$ cat config.mk
export PLATFORM = sky130hd
export DESIGN_NAME = psu_kin
export DESIGN_NICKNAME = d
export VERILOG_FILES = /design/src/hdl/psu_pkg.sv /design/src/hdl/psu_kin.sv
export SDC_FILE = /design/constraint.sdc
export NUM_CORES = 1
export LEC_CHECK = 0
export ABC_AREA = 0
export ABC_CLOCK_PERIOD_IN_PS = 8300
export BUFFER_PORTS_ARGS = -buffer_cell sky130_fd_sc_hd__buf_2
export CORE_MARGIN = 2
export CORE_UTILIZATION = 30
export CTS_CLUSTER_DIAMETER = 60
export DETAILED_ROUTE_END_ITERATION = 10
export GPL_TIMING_DRIVEN = 0
export SLEW_MARGIN = 20
export SYNTH_ARGS = -nofsm -noshare
export SYNTH_HDL_FRONTEND = slang
export SYNTH_SLANG_ARGS = --single-unit
$ cat constraint.sdc
create_clock -name clk -period 8.3 [get_ports clk]
set_input_delay 0.415 -clock clk [delete_from_list [all_inputs] [get_ports clk]]
set_output_delay 0.415 -clock clk [all_outputs]
set_load 0.01 [all_outputs]
$ cat src/hdl/psu_pkg.sv
// Shared types and constants of the smoke particle pool.
package psu_pkg;

    // Pool size default and fixed field widths.
    localparam int PARTICLE_SLOTS_DEF = 64;
    localparam int RAND_W   = 7;
    localparam int SLOT_W   = 6;
    localparam int COORD_W  = 32;
    localparam int ALPHA_W  = 8;
    localparam int AGE_W    = 16;
    localparam int IN_DATA_W  = 16;
    localparam int OUT_DATA_W = 80;
    localparam int CFG_IDX_W  = 2;
    localparam int CFG_DATA_W = 32;

    // Configuration register indexes.
    localparam logic [CFG_IDX_W-1:0] CFG_TARGET_VX = 2'd0;
    localparam logic [CFG_IDX_W-1:0] CFG_TARGET_VY = 2'd1;
    localparam logic [CFG_IDX_W-1:0] CFG_MAX_AGE   = 2'd2;

    // Configuration reset values.
    localparam logic signed [COORD_W-1:0] TARGET_VX_RST = 32'sd0;
    localparam logic signed [COORD_W-1:0] TARGET_VY_RST = 32'sd6554;
    localparam logic [AGE_W-1:0]          MAX_AGE_RST   = 16'd10000;

    // Particle constants.
    localparam logic [ALPHA_W-1:0] ALPHA_FULL = 8'd200;
    localparam logic [AGE_W-1:0]   AGE_CAP    = 16'hFFFF;

    // Unsigned 32-bit divide by 100: floor(m * RELAX_MAGIC / 2^RELAX_SHIFT).
    localparam logic [31:0] RELAX_MAGIC = 32'd1374389535;
    localparam int          RELAX_SHIFT = 37;
    localparam int          QUO_W       = 64 - RELAX_SHIFT;

    // One stored particle.
    typedef struct packed {
        logic signed [COORD_W-1:0] pos_x;
        logic signed [COORD_W-1:0] pos_y;
        logic signed [COORD_W-1:0] vel_x;
        logic signed [COORD_W-1:0] vel_y;
        logic [ALPHA_W-1:0]        alpha;
        logic [AGE_W-1:0]          age;
    } slot_rec_t;

    // Stage enables of the kinematics unit.
    typedef struct packed {
        logic load;
        logic mul;
        logic step;
    } kin_ctrl_t;

endpackage

$ cat src/hdl/psu_kin.sv
// Kinematics of one axis: velocity relaxation toward a target and saturating move.
module psu_kin
    import psu_pkg::*;
(
    input  logic                      clk,
    input  kin_ctrl_t                 ctrl,
    input  logic signed [COORD_W-1:0] vel_in,
    input  logic signed [COORD_W-1:0] pos_in,
    input  logic signed [COORD_W-1:0] target,
    output logic signed [COORD_W-1:0] vel_out,
    output logic signed [COORD_W-1:0] pos_out
);

    logic signed [COORD_W-1:0] vel_reg;
    logic signed [COORD_W-1:0] pos_reg;
    logic [COORD_W-1:0]        mag_reg;
    logic                      neg_reg;
    logic [QUO_W-1:0]          quo_reg;

    logic [COORD_W:0]          diff_next;
    logic [COORD_W:0]          diff_neg;
    logic [63:0]               prod_next;
    logic [COORD_W-1:0]        step_next;
    logic [COORD_W-1:0]        quo_ext;
    logic [COORD_W:0]          sum_next;

    // Difference to the target, split into sign and magnitude.
    assign diff_next = {target[COORD_W-1], target} - {vel_in[COORD_W-1], vel_in};
    assign diff_neg  = (~diff_next) + 33'd1;

    // Divide the magnitude by 100 with a reciprocal multiply.
    assign prod_next = 64'(mag_reg) * 64'(RELAX_MAGIC);

    // Signed step, truncated toward zero.
    assign quo_ext   = COORD_W'(quo_reg);
    assign step_next = neg_reg ? ((~quo_ext) + 32'd1) : quo_ext;

    always_ff @(posedge clk)
    begin
        if (ctrl.load)
        begin
            vel_reg <= vel_in;
            pos_reg <= pos_in;
            neg_reg <= diff_next[COORD_W];
            mag_reg <= diff_next[COORD_W] ? diff_neg[COORD_W-1:0]
                                          : diff_next[COORD_W-1:0];
        end
        if (ctrl.mul)
        begin
            quo_reg <= prod_next[63:RELAX_SHIFT];
        end
        if (ctrl.step)
        begin
            vel_reg <= vel_reg + $signed(step_next);
        end
    end

    // Position moves by the new velocity and saturates at the signed limits.
    assign sum_next = {pos_reg[COORD_W-1], pos_reg} + {vel_reg[COORD_W-1], vel_reg};

    always_comb
    begin
        if (sum_next[COORD_W] != sum_next[COORD_W-1])
        begin
            pos_out = sum_next[COORD_W] ? {1'b1, {(COORD_W-1){1'b0}}}
                                        : {1'b0, {(COORD_W-1){1'b1}}};
        end
        else
        begin
            pos_out = sum_next[COORD_W-1:0];
        end
    end

    assign vel_out = vel_reg;

endmodule

==> qor.txt <==
post-synthesis xor/xnor area fraction -> 5.08%
status -> finished clean
Routed Antenna Nets -> 0
top cell type by total area after synthesis -> fa_1
DR vias -> 19,400
Root Buffer -> clkbuf_16
Die X -> 302 µm
post-synth top area share -> 29.4%
FF+latch count, synth -> 123
f_max -> 127 MHz
Worst Path Required -> 8.47 ns
clk slew on worst S/H paths -> 0.06 ns
cts bufs inserted -> 17
Vias/cell -> 4.72
simple-gate portion of the synthesized area -> 6.55%
Total Wirelength -> 70,400 µm
met2 GRT Util -> 27.6%
Post-Synth Adder-Cell Area -> 52.6%
clock sinks -> 123
core area -> 0.0884 mm²
average footprint of a synthesized cell -> 9.88 µm²
largest family of logic cells by synthesized area -> adder cells
Yosys cell types -> 86
Post-DP Area -> 0.0290 mm²
fill cell total of the finished layout -> 9,082
top-count cell post-synth -> inv_1
gr usage total -> 15.7%
Tcrit/Tclk final -> 94.9%
net count after synthesis -> 3,687
hold path start -> pos_in[1]
sequential element share of the synthesized area -> 13.8%
vias in the first global route -> 19,900
worst relative slew slack -> 39.5%
Post-synth EDFFs -> 123
clock skew -> 0.0114 ns
I/O pin total -> 164
largest net degree at the start of global routing -> 35
critical setup path kind -> flop to flop
final setup vio count -> 0
post-synthesis instance total -> 2,705
Reg2Reg Launch Point -> mag_reg[4]$_DFFE_PP_
H-tree levels -> 4
synthesized area -> 0.0267 mm²
hold slack -> 0.159 ns
initial antenna violation count -> 8
Warnings, synthesis -> 0
Placer Congestion -> 0.887
share of layout cells above drive strength 1 -> 9.82%
Longest Clk Path Bufs -> 2
post-route cell area -> 0.0300 mm²
met1 usage in global routing -> 21.1%
Synth top cells by count -> 688 x inv_1, 490 x ha_1, 392 x fa_1
GR met3 Demand/Resource -> 1.29%
unrepaired setup endpoints after global routing -> false
IO Port Bufs -> 162
Nets -> 3,914
Area contributors post-synth -> fa_1 29%, ha_1 23%, edfxtp_1 14%
Final min period -> 7.87 ns
Hold-fix buffers, CTS -> 0
max-slew violation count -> 0
Clock Latency Late Sink -> 0.43 ns
multi-input logic area -> 0.0203 mm²
row count -> 109
max-cap violation count -> 0
Synth Area in Compound Gates -> 11.2%
Placed Cells -> 4,033
post-synthesis mux area share -> 0.515%
DRT iter0 DRCs -> 1,207
ys async rst share -> 0%
Worst setup SP type -> flop
die height -> 302 µm
Area Overhead vs Synth -> 12.4%
ys flop type -> edfxtp_1
HP Class -> input pin to flop
register area -> 0.00369 mm²
GR peak layer -> met2
measured slew at the worst slew-check pin -> 0.905 ns
crit path from -> mag_reg[4]$_DFFE_PP_
Final Hold Viols -> 0
Critical Path AT -> 8.05 ns
critical path peak fanout -> 4
routed length per instance -> 17.1 µm
die area -> 0.0915 mm²
DR pass1 iterations -> 5
first-pass GRT wire length -> 111,000 µm
non-filler instance count after layout -> 4,116
Initial Utilization -> 30.2%
Setup crit end kind -> flop
DRC Markers -> 0
hpwl dp -> 62,100 µm
global route overflow -> 0
CTS tree -> built
layout by cell type (no fill, tap or decap), types with 21 or more instances in the layout:
cell type | synthesis | routed
a21o_1 | 66 | 66
a21oi_1 | 129 | 128
buf_2 | 7 | 168
buf_4 | 2 | 45
edfxtp_1 | 123 | 123
fa_1 | 392 | 392
ha_1 | 490 | 490
inv_1 | 688 | 688
nand2_1 | 104 | 104
nand3_1 | 32 | 32
nand4_1 | 21 | 21
nor2_1 | 80 | 80
o21ai_0 | 85 | 83
xnor2_1 | 108 | 108
xor2_1 | 47 | 47
routing by layer:
| metal | vias up | share of wire [%] |
|---|---|---|
| met5 | - | 0.017 |
| met4 | 2 | 1.9 |
| met3 | 72 | 3.3 |
| met2 | 384 | 50 |
| met1 | 9584 | 45 |
| li1 | 9370 | - |
cells by family after synthesis:
kind of cell | Yosys count
mux | 13
xor+xnor | 155
simple gates | 353
fa+ha+maj | 889
buf+inv | 722
compound gates | 450
flops | 123
critical path: stages (launching register included):
cell,delay (ns)
edfxtp_1,0.49
inv_1,0.20
fa_1,0.61
inv_1,0.06
ha_1,0.20
fa_1,0.48
inv_1,0.05
fa_1,0.59
inv_1,0.07
fa_1,0.54
fa_1,0.45
fa_1,0.49
inv_1,0.05
fa_1,0.47
inv_1,0.04
ha_1,0.26
nand4_1,0.23
nor4_4,0.27
buf_4,0.20
nand4_1,0.12
o221ai_2,0.37
nor2_1,0.13
o21ai_2,0.26
a21oi_2,0.15
o31ai_1,0.36
a21oi_1,0.16
o21ba_2,0.22
xnor2_1,0.12
final timing paths:
kind                                 to  slack [ns]  cells past startpoint
setup / recovery  quo_reg[23]$_DFFE_PP_        0.43                     27
hold / removal     pos_reg[1]$_DFFE_PP_        0.16                      1
setup reg to reg  quo_reg[23]$_DFFE_PP_        0.43                     27
hold reg to reg    vel_out[0]$_DFFE_PP_        0.77                      2
per-stage QoR:
stage / setup slack (ns) / setup TNS (ns) / util, %
after floorplan: 1.16 / 0 / -
after global placement: -1.11 / -13.63 / 32.8
after detailed placement: -0.725 / -6.22 / 32.8
after CTS: 0.00881 / 0 / 33.6
after global routing: 0.0520 / 0 / 34.0
final: 0.426 / 0 / 34.0
what timing repair did:
action	4_1_cts	5_1_grt
setup endpoints to repair	16	11
setup buffers	15	30
resized for setup	4	2
pin swaps	1	1
cell type report:
cell class,count,area share [%]
Buffer,34,0.504
Antenna cell,7,0.0584
Timing Repair Buffer,208,4.03
Multi-Input combinational cell,1860,67.7
Tap cell,1165,4.86
Clock buffer,17,1.42
Inverter,688,8.60
Clock inverter,14,0.517
Sequential cell,123,12.3
Power is not shown: default switching activity piles up to over one toggle a cycle in this logic, so the estimate is an artifact.
